===== config.mk =====
export PLATFORM = sky130hd
export DESIGN_NAME = odometry_frame_deframer
export DESIGN_NICKNAME = d
export VERILOG_FILES = /design/src/hw/rtl/odf_pkg.sv /design/src/hw/rtl/odf_window.sv /design/src/hw/rtl/odf_out_buf.sv /design/src/hw/rtl/odometry_frame_deframer.sv
export SDC_FILE = /design/constraint.sdc
export NUM_CORES = 1
export LEC_CHECK = 0
export BUFFER_PORTS_ARGS = -buffer_cell sky130_fd_sc_hd__buf_2
export CORE_MARGIN = 8
export CORE_UTILIZATION = 35
export DETAILED_ROUTE_END_ITERATION = 7
export PLACE_DENSITY = 0.64
export SLEW_MARGIN = 0
export SYNTH_ARGS = -nofsm -noshare
export SYNTH_HDL_FRONTEND = slang
export SYNTH_HIERARCHICAL = 1
export SYNTH_SLANG_ARGS = --single-unit

===== constraint.sdc =====
create_clock -name clk -period 9.2 [get_ports clk]
set_input_delay 0.46 -clock clk [delete_from_list [all_inputs] [get_ports clk]]
set_output_delay 0.46 -clock clk [all_outputs]
set_load 0.05 [all_outputs]

===== src/hw/rtl/odf_pkg.sv =====
package odf_pkg;

  // full frame length in bytes, and the bytes held between beats
  localparam int FRAME_LEN = 20;
  localparam int WIN_DEPTH = FRAME_LEN - 1;
  localparam int CNT_W     = $clog2(FRAME_LEN);

  localparam int BYTE_W     = 8;
  localparam int CFG_ADDR_W = 2;
  localparam int RES_W      = 96;

  // configuration register indexes
  localparam logic [CFG_ADDR_W-1:0] CFG_SYNC = 2'd0;
  localparam logic [CFG_ADDR_W-1:0] CFG_TYPE = 2'd1;

  localparam logic [BYTE_W-1:0] SYNC_RST = 8'hCC;
  localparam logic [BYTE_W-1:0] TYPE_RST = 8'd14;

  // frame offsets of the checked bytes
  localparam int OFS_SYNC = 0;
  localparam int OFS_TYPE = 4;

  // one decoded frame, lowest field in the lowest bits
  typedef struct packed {
    logic signed [31:0] right_position;
    logic signed [31:0] left_position;
    logic signed [15:0] linear_speed;
    logic signed [15:0] angular_rate;
  } odf_result_t;

  // result handed from the window to the output buffer
  typedef struct packed {
    logic        hit;
    odf_result_t data;
  } odf_push_t;

endpackage


===== src/hw/rtl/odf_window.sv =====
module odf_window
  import odf_pkg::*;
(
  input  logic              clk,
  input  logic              rst_n,
  input  logic              in_fire,
  input  logic [BYTE_W-1:0] in_byte,
  input  logic [BYTE_W-1:0] sync_value,
  input  logic [BYTE_W-1:0] type_value,
  output odf_push_t         push
);

  // last bytes received, oldest at entry 0
  logic [BYTE_W-1:0] win_r [WIN_DEPTH];
  logic [CNT_W-1:0]  cnt_r;
  logic [CNT_W-1:0]  cnt_nxt;
  logic              full;
  logic              match;

  localparam logic [CNT_W-1:0] CNT_FULL = CNT_W'(WIN_DEPTH);

  assign full  = (cnt_r == CNT_FULL);
  assign match = (win_r[OFS_SYNC] == sync_value) && (win_r[OFS_TYPE] == type_value);

  // the incoming beat is frame byte 19, which is never used
  always_comb begin
    push.hit                 = in_fire && full && match;
    push.data.angular_rate   = {win_r[5], win_r[6]};
    push.data.linear_speed   = {win_r[7], win_r[8]};
    push.data.left_position  = {win_r[11], win_r[12], win_r[13], win_r[14]};
    push.data.right_position = {win_r[15], win_r[16], win_r[17], win_r[18]};
  end

  always_comb begin
    cnt_nxt = cnt_r;
    if (in_fire) begin
      if (full) begin
        cnt_nxt = match ? '0 : CNT_FULL;
      end else begin
        cnt_nxt = cnt_r + CNT_W'(1);
      end
    end
  end

  always_ff @(posedge clk) begin
    if (!rst_n) begin
      cnt_r <= '0;
    end else begin
      cnt_r <= cnt_nxt;
    end
  end

  // shift on every beat; the count says how many entries belong to the frame
  always_ff @(posedge clk) begin
    if (in_fire) begin
      for (int i = 0; i < WIN_DEPTH - 1; i++) begin
        win_r[i] <= win_r[i+1];
      end
      win_r[WIN_DEPTH-1] <= in_byte;
    end
  end

  a_cnt_range: assert property (@(posedge clk) disable iff (!rst_n)
    cnt_r <= CNT_FULL)
    else $error("window count out of range");

  a_cnt_step: assert property (@(posedge clk) disable iff (!rst_n)
    in_fire && !full |=> cnt_r == $past(cnt_r) + CNT_W'(1))
    else $error("window count did not advance");

endmodule


===== src/hw/rtl/odf_out_buf.sv =====
module odf_out_buf
  import odf_pkg::*;
(
  input  logic        clk,
  input  logic        rst_n,
  input  odf_push_t   push,
  output logic        can_push,
  output logic        out_valid,
  input  logic        out_ready,
  output odf_result_t out_data
);

  logic        out_valid_r;
  logic        out_valid_nxt;
  odf_result_t out_data_r;
  odf_result_t out_data_nxt;
  logic        skid_valid_r;
  logic        skid_valid_nxt;
  odf_result_t skid_data_r;
  odf_result_t skid_data_nxt;
  logic        pop;

  assign pop       = out_valid_r && out_ready;
  assign can_push  = !skid_valid_r;
  assign out_valid = out_valid_r;
  assign out_data  = out_data_r;

  always_comb begin
    out_valid_nxt  = out_valid_r;
    out_data_nxt   = out_data_r;
    skid_valid_nxt = skid_valid_r;
    skid_data_nxt  = skid_data_r;
    if (!out_valid_r || pop) begin
      if (skid_valid_r) begin
        out_valid_nxt  = 1'b1;
        out_data_nxt   = skid_data_r;
        skid_valid_nxt = 1'b0;
      end else if (push.hit) begin
        out_valid_nxt = 1'b1;
        out_data_nxt  = push.data;
      end else begin
        out_valid_nxt = 1'b0;
      end
    end else if (push.hit) begin
      skid_valid_nxt = 1'b1;
      skid_data_nxt  = push.data;
    end
  end

  always_ff @(posedge clk) begin
    if (!rst_n) begin
      out_valid_r  <= 1'b0;
      skid_valid_r <= 1'b0;
    end else begin
      out_valid_r  <= out_valid_nxt;
      skid_valid_r <= skid_valid_nxt;
    end
    out_data_r  <= out_data_nxt;
    skid_data_r <= skid_data_nxt;
  end

  a_skid_behind_out: assert property (@(posedge clk) disable iff (!rst_n)
    skid_valid_r |-> out_valid_r)
    else $error("skid entry held with empty output register");

  a_no_push_when_full: assert property (@(posedge clk) disable iff (!rst_n)
    push.hit |-> !skid_valid_r)
    else $error("result pushed into full buffer");

endmodule


===== src/hw/rtl/odometry_frame_deframer.sv =====
// the beat carrying frame byte 19 registers its result into the output or skid register
// one byte per cycle while in_tready is high; the window's byte compares are combinational
// the two-entry output buffer keeps in_tready high until two results wait for out_tready
// reset (rst_n low, synchronous): window empty, output buffer empty,
// sync_value 0xCC, type_value 14; window bytes themselves are not cleared
module odometry_frame_deframer
  import odf_pkg::*;
(
  input  logic                  clk,
  input  logic                  rst_n,
  // received byte stream
  input  logic                  in_tvalid,
  output logic                  in_tready,
  input  logic [7:0]            in_tdata,   // [7:0] rx_byte
  // decoded frames
  output logic                  out_tvalid,
  input  logic                  out_tready,
  output logic [RES_W-1:0]      out_tdata,  // [15:0] angular_rate, [31:16] linear_speed,
                                            // [63:32] left_position, [95:64] right_position
  // register writes
  input  logic                  cfg_we,
  input  logic [CFG_ADDR_W-1:0] cfg_addr,
  input  logic [7:0]            cfg_wdata
);

  logic [BYTE_W-1:0] sync_r;
  logic [BYTE_W-1:0] type_r;
  logic              in_fire;
  logic              can_push;
  odf_push_t         push;
  odf_result_t       out_data;

  // a beat is only taken while the buffer has room for the result it may cause
  assign in_tready = can_push;
  assign in_fire   = in_tvalid && in_tready;

  // config registers, unknown indexes ignored
  always_ff @(posedge clk) begin
    if (!rst_n) begin
      sync_r <= SYNC_RST;
      type_r <= TYPE_RST;
    end else if (cfg_we) begin
      case (cfg_addr)
        CFG_SYNC: sync_r <= cfg_wdata;
        CFG_TYPE: type_r <= cfg_wdata;
        default:  ;
      endcase
    end
  end

  // byte window and frame check
  odf_window u_window (
    .clk        (clk),
    .rst_n      (rst_n),
    .in_fire    (in_fire),
    .in_byte    (in_tdata),
    .sync_value (sync_r),
    .type_value (type_r),
    .push       (push)
  );

  // result register plus skid entry
  odf_out_buf u_out_buf (
    .clk       (clk),
    .rst_n     (rst_n),
    .push      (push),
    .can_push  (can_push),
    .out_valid (out_tvalid),
    .out_ready (out_tready),
    .out_data  (out_data)
  );

  assign out_tdata = out_data;

endmodule

==> flow_metrics.py, run 1 <==
metrics = {
    "pwr": {
        "p_per_area_nw_per_um2": 232,
        "clock_power_share": 0.443,
        "p_leak_nw": 5.16,
        "switching_share": 0.186,
        "ir_worst_vdd_mv": 0.168,
        "p_int_mw": 2.87,
        "combPwrFrac": 0.018,
        "switchingPower_mw": 0.656,
        "p_seq_frac": 0.539,
    },
    "worst_setup_path": {
        "r2r-end": "u_out_buf/out_data[58]$_DFFE_PP_",
        "cp-end-kind": "flop",
        "critPathKind": "reg2reg",
        "cp-start-kind": "flop",
        "cp-startpoint": "u_out_buf/skid_valid_r$_SDFFE_PP0P_",
        "reg2reg_from": "u_out_buf/skid_valid_r$_SDFFE_PP0P_",
        "worst_ep_required_time_ps": 9340,
        "worstPathArrival_ps": 4120,
        "rr_worst_depth": 6,
        "r2r_slack_ps": 5230,
        "path_max_fanout": 56,
    },
    "clock_tree": {
        "clkSinkCount": 367,
        "clk_latency_ps": 520,
        "cts_buffer_depth": 3,
        "postCtsSetupRepairBufs": 0,
        "htree_levels": 2,
        "postCtsResizedCells": 0,
        "cts-root-buf": "clkbuf_16",
        "cts_hold_buf": 0,
        "cts_made_buffers": 39,
        "clk_pin_slew_ps": 60,
        "cts_tree": "built",
    },
    "synth": {
        "syn_area_um2": 12700,
        "ys_ff_latch": 367,
        "synth_area_per_cell_um2": 22.0,
        "synth_nets": 603,
        "yosysSeqAreaShare": 0.848,
        "async_flop_share": 0,
        "yosys_warnings": 6,
        "netlist_top_cells_count": "edfxtp_1, mux2_2, dfxtp_1",
        "synth_cell_types": 40,
        "ys.flop_type": "edfxtp_1",
        "postSynthCellCount": 579,
        "synth_top_cell_by_area": "edfxtp_1",
        "synth_area_leaders": "edfxtp_1, mux2_2, dfxtp_1",
        "synthMostInstantiatedCell": "edfxtp_1",
        "synth_edf_count": 344,
        "synth_top_cell_area_share": 0.812,
    },
    "job": {
        "drv_cap": 0,
    },
    "timing": {
        "rsz0062_at_grt": "false",
        "finClkSkew_ps": 12.3,
        "period_minus_slack_ps": 3970,
        "tns_ps": 0,
        "holdWs_ps": 115,
        "min_period_over_period": 0.432,
        "max_freq_mhz": 252,
        "worst_slack_ps": 5230,
        "slew-limit-headroom": 0.158,
        "finalHoldViolations": 0,
        "worst_pin_slew_ps": 1260,
        "setup_violations": 0,
        "finalMaxSlewViolations": 0,
    },
    "routing": {
        "detail_route.wl_per_cell_um": 18.7,
        "drt-initial-drc-count": 350,
        "via_per_inst": 4.63,
        "antenna_left": 0,
        "drt_wl_total_um": 23000,
        "dr.pass1.iters": 4,
        "route.detailed.drc": 0,
        "num_vias": 5681,
    },
    "floorplan": {
        "die-width_um": 207,
        "rows": 70,
        "core-area_um2": 36200,
        "die_h_um": 207,
        "num_io_pins": 121,
        "dieArea_um2": 42700,
        "start_util": 0.352,
    },
    "place": {
        "numPortBuffers": 120,
        "place_ws_ps": 5140,
        "hpwl_um": 13500,
        "dp.cells": 1157,
        "gp_congestion": 0.734,
    },
    "outcome": {
        "status": "finished, final reports clean",
    },
    "min_path": {
        "hp-class": "in2reg",
        "hold_end": "u_window/win_r[18][1]$_DFFE_PP_",
        "worstHoldStart": "in_tdata[1]",
        "whs_path_depth": 1,
    },
    "grt": {
        "grt_pass1_vias": 5868,
        "grt_overflow_total": 0,
        "grt_usage": 0.107,
        "grt_pass1_wl_um": 35000,
        "grt_max_degree": 68,
        "antenna_found_initial": 0,
    },
    "final_layout": {
        "fin_cells": 1226,
        "syn_to_final_growth_pct": 19.1,
        "utilization": 0.419,
        "diodes": 0,
        "fillerInstances": 3152,
        "fin_nets": 754,
        "drive_gt1_frac": 0.372,
    },
}
[layout make-up]
cell class | instances | area (um^2) | share of cell area
clock buffers | 55 | 1090 | 0.0718
multi-input cells | 192 | 1840 | 0.121
inverters | 5 | 18.8 | 0.00124
flip-flops and latches | 367 | 10800 | 0.712
clock inverters | 14 | 194 | 0.0128
repair buffers | 125 | 638 | 0.0421
well taps | 468 | 586 | 0.0386
[cells in the final DEF (no fill, tap or decap), types with 8 or more instances in the layout]
cell type	n
dfxtp_1	22
nand2_1	17
mux2i_1	14
mux2_2	88
edfxtp_1	344
clkbuf_1	13
mux2_4	8
buf_2	120
clkbuf_16	41
nor2b_1	8
xnor2_1	17
[sequential cells by signal (all words and copies together) (netlist names)]
signal,count
u_out_buf/skid_valid_r,1
sync_r,8
u_out_buf/out_data,96
u_out_buf/skid_data_r,96
u_window/win_r,152
u_out_buf/out_valid,1
type_r,8
u_window/cnt_r,5
[per-stage QoR]
stage                     power (mW)  instance area [um^2]
after CTS                       3.57                 15200
after global placement          1.99                 13900
after detailed placement        2.00                 13900
after global routing            3.65                 15200
after floorplan                 1.97                 12700
final                           3.52                 15200
[worst max-delay path by stage]
stage / end / slack (ps) / cells past startpoint
global placement: u_out_buf/out_data[65]$_DFFE_PP_ / 5190 / 6
global route: u_out_buf/out_data[18]$_DFFE_PP_ / 4890 / 6
finish: u_out_buf/out_data[58]$_DFFE_PP_ / 5230 / 6
floorplan: u_out_buf/out_data[0]$_DFFE_PP_ / 900 / 8
CTS: u_out_buf/out_data[71]$_DFFE_PP_ / 5170 / 6
detailed placement: u_out_buf/out_data[64]$_DFFE_PP_ / 5140 / 6
[worst max-delay path, stage by stage (launching register included)]
cell and delay [ps]:
dfxtp_4 560, inv_1 150, and2_4 600, and3_1 310, nor2_1 90, nor2_4 970, buf_4 780
[routing by layer]
| layer | routed length, um | GRT usage |
|---|---|---|
| met1 | 10400 | 0.145 |
| met3 | 1950 | 0.0382 |
| met2 | 10300 | 0.160 |
| met4 | 380 | 0.0270 |
| met5 | 0 | 0 |
[power groups by stage]
stage	logic, mW	clock network [mW]	registers [mW]
after floorplan	0.0453	0	1.93
after global placement	0.0629	0	1.93
after detailed placement	0.0645	0	1.93
after CTS	0.0650	1.61	1.90
after global routing	0.0702	1.68	1.90
final	0.0638	1.56	1.90
[cell families (layout without fill, tap and decap cells)]
family	Yosys count	count (layout)	share of synthesized area
buffers and inverters	20	199	0.00865
adder cells (fa/ha/maj)	1	1	0.000983
XOR/XNOR	17	17	0.0117
multiplexers	110	110	0.0983
flip-flops	367	367	0.848
AO/OA/AOI/OAI	15	15	0.00836
AND/OR/NAND/NOR	49	49	0.0243
No activity file was read; power rests on OpenSTA's default activity.
==> run 2: changes to the inputs <==
==> constraint.sdc (replaced) <==
create_clock -name clk -period 3.44 [get_ports clk]
set_input_delay 0.172 -clock clk [delete_from_list [all_inputs] [get_ports clk]]
set_output_delay 0.172 -clock clk [all_outputs]
set_load 0.05 [all_outputs]
==> flow_metrics.py, run 2 (synthesis results as in run 1) <==
metrics = {
    "clock_tree": {
        "cts_tree": "built",
        "cts_made_buffers": 39,
        "postCtsResizedCells": 0,
        "clk_pin_slew_ps": 60,
        "cts-root-buf": "clkbuf_16",
        "clk_latency_ps": 530,
        "htree_levels": 2,
        "cts_buffer_depth": 3,
        "clkSinkCount": 367,
        "postCtsSetupRepairBufs": 0,
    },
    "timing": {
        "rsz0062_at_grt": "false",
        "finClkSkew_ps": 24.0,
        "period_minus_slack_ps": 2600,
        "finalMaxSlewViolations": 0,
        "max_freq_mhz": 385,
        "worst_pin_slew_ps": 834,
        "setup_violations": 0,
        "holdWs_ps": 28.8,
        "min_period_over_period": 0.756,
        "finalHoldViolations": 0,
        "worst_slack_ps": 839,
        "slew-limit-headroom": 0.444,
    },
    "pwr": {
        "p_leak_nw": 5.25,
        "switching_share": 0.196,
        "combPwrFrac": 0.019,
        "p_int_mw": 7.59,
        "p_per_area_nw_per_um2": 612,
        "ir_worst_vdd_mv": 0.300,
        "switchingPower_mw": 1.85,
        "total_power_mw": 9.43,
        "p_seq_frac": 0.538,
        "clock_power_share": 0.443,
    },
    "worst_setup_path": {
        "slowest_delay_ps": 450,
        "critPathTopFamily": "simple AND/OR/NAND/NOR gates",
        "worst-path-stages": 6,
        "rr_worst_depth": 6,
        "reg2reg_from": "u_window/win_r[4][2]$_DFFE_PP_",
        "crit_buf_inv": 1,
        "worstPathArrival_ps": 2800,
        "crit_chain": "xnor2_1 -> nand4_1 -> nor4_4 -> and3_4 -> and2_4 -> buf_12",
        "critPathKind": "reg2reg",
        "path_max_fanout": 36,
        "r2r-end": "u_out_buf/skid_data_r[55]$_DFFE_PP_",
        "r2r_slack_ps": 840,
        "cp-start-kind": "flop",
        "worst_ep_required_time_ps": 3640,
        "cp-end-kind": "flop",
        "slowest_stage": "nor4_4",
    },
    "grt": {
        "antenna_found_initial": 0,
        "grt_pass1_wl_um": 34500,
        "grt_max_degree": 146,
        "grt_overflow_total": 0,
        "grt_pass1_vias": 5887,
        "grt_usage": 0.105,
    },
    "min_path": {
        "hold_end": "sync_r[7]$_SDFFE_PN1P_",
        "hp-class": "in2reg",
        "worstHoldStart": "cfg_addr[1]",
        "whs_path_depth": 3,
    },
    "routing": {
        "drt_wl_total_um": 22500,
        "via_per_inst": 4.56,
        "dr.pass1.iters": 4,
        "route.detailed.drc": 0,
        "antenna_left": 0,
        "num_vias": 5689,
        "drt-initial-drc-count": 332,
        "detail_route.wl_per_cell_um": 18.1,
    },
    "final_layout": {
        "fin_cells": 1247,
        "syn_to_final_growth_pct": 21.0,
        "diodes": 0,
        "fillerInstances": 3150,
        "drive_gt1_frac": 0.377,
        "largest_register_ff_count": 152,
        "layout.cells.most_common_list": "edfxtp_1, buf_2, mux2_2, clkbuf_16, dfxtp_1",
        "regMostFlops": "u_window/win_r",
        "fin_nets": 772,
        "layout_commonest_cell": "edfxtp_1",
    },
    "floorplan": {
        "rows": 70,
        "num_io_pins": 121,
        "dieArea_um2": 42700,
        "die-width_um": 207,
        "core-area_um2": 36200,
        "die_h_um": 207,
        "start_util": 0.352,
    },
    "place": {
        "numPortBuffers": 120,
        "dp.cells": 1159,
        "place_ws_ps": 831,
        "hpwl_um": 13200,
        "gp_congestion": 0.735,
    },
    "outcome": {
        "status": "finished, final reports clean",
    },
    "job": {
        "drv_cap": 0,
    },
}
[run 2: final cells by class]
cell class	count	area, um^2	share of cell area
well taps	468	586	0.0380
inverters	5	22.5	0.00146
multi-input cells	192	1850	0.120
repair buffers	143	863	0.0560
clock buffers	48	1050	0.0682
flip-flops and latches	367	10800	0.701
clock inverters	24	241	0.0157
[run 2: worst max path at each step]
stage	start	to	slack, ps
2_1_floorplan	u_out_buf/skid_valid_r$_SDFFE_PP0P_	u_out_buf/out_data[0]$_DFFE_PP_	-900
3_3_place_gp	u_window/win_r[4][7]$_DFFE_PP_	u_out_buf/skid_data_r[55]$_DFFE_PP_	840
3_5_place_dp	u_window/win_r[4][2]$_DFFE_PP_	u_out_buf/skid_data_r[21]$_DFFE_PP_	830
4_1_cts	u_window/win_r[4][2]$_DFFE_PP_	u_out_buf/skid_data_r[55]$_DFFE_PP_	810
5_1_grt	u_window/win_r[4][2]$_DFFE_PP_	u_out_buf/skid_data_r[55]$_DFFE_PP_	670
6_report	u_window/win_r[4][2]$_DFFE_PP_	u_out_buf/skid_data_r[55]$_DFFE_PP_	840
[run 2: repair_timing]
action	in CTS	in global routing
endpoints found under the setup margin	0	0
endpoints found under the hold margin	22	0
hold buffers	16	0
[run 2: power groups by stage]
stage          sequential (mW)  combinational, mW  clock (mW)
6_report                  5.07              0.184        4.18
5_1_grt                   5.09              0.202        4.46
3_3_place_gp              5.16              0.170           0
4_1_cts                   5.07              0.188        4.31
3_5_place_dp              5.17              0.173           0
2_1_floorplan             5.14              0.122           0
[run 2: worst min-delay path, cell delays in order]
cell	delay, ps
buf_2	120
or4bb_2	120
o211ai_1	80
[run 2: metrics by stage]
| stage | instance area [um^2] | TNS [ps] | utilization |
|---|---|---|---|
| floorplan | 12800 | -150000 | - |
| global placement | 14000 | 0 | 0.386 |
| detailed placement | 14000 | 0 | 0.386 |
| CTS | 15400 | 0 | 0.426 |
| global route | 15400 | 0 | 0.426 |
| finish | 15400 | 0 | 0.426 |
[run 2: metal layers]
layer,up-vias,routed length [um],GRT usage
li1,2621,-,-
met1,2880,10400,0.142
met2,148,9820,0.154
met3,40,1860,0.0403
met4,0,460,0.0334
met5,-,0,0
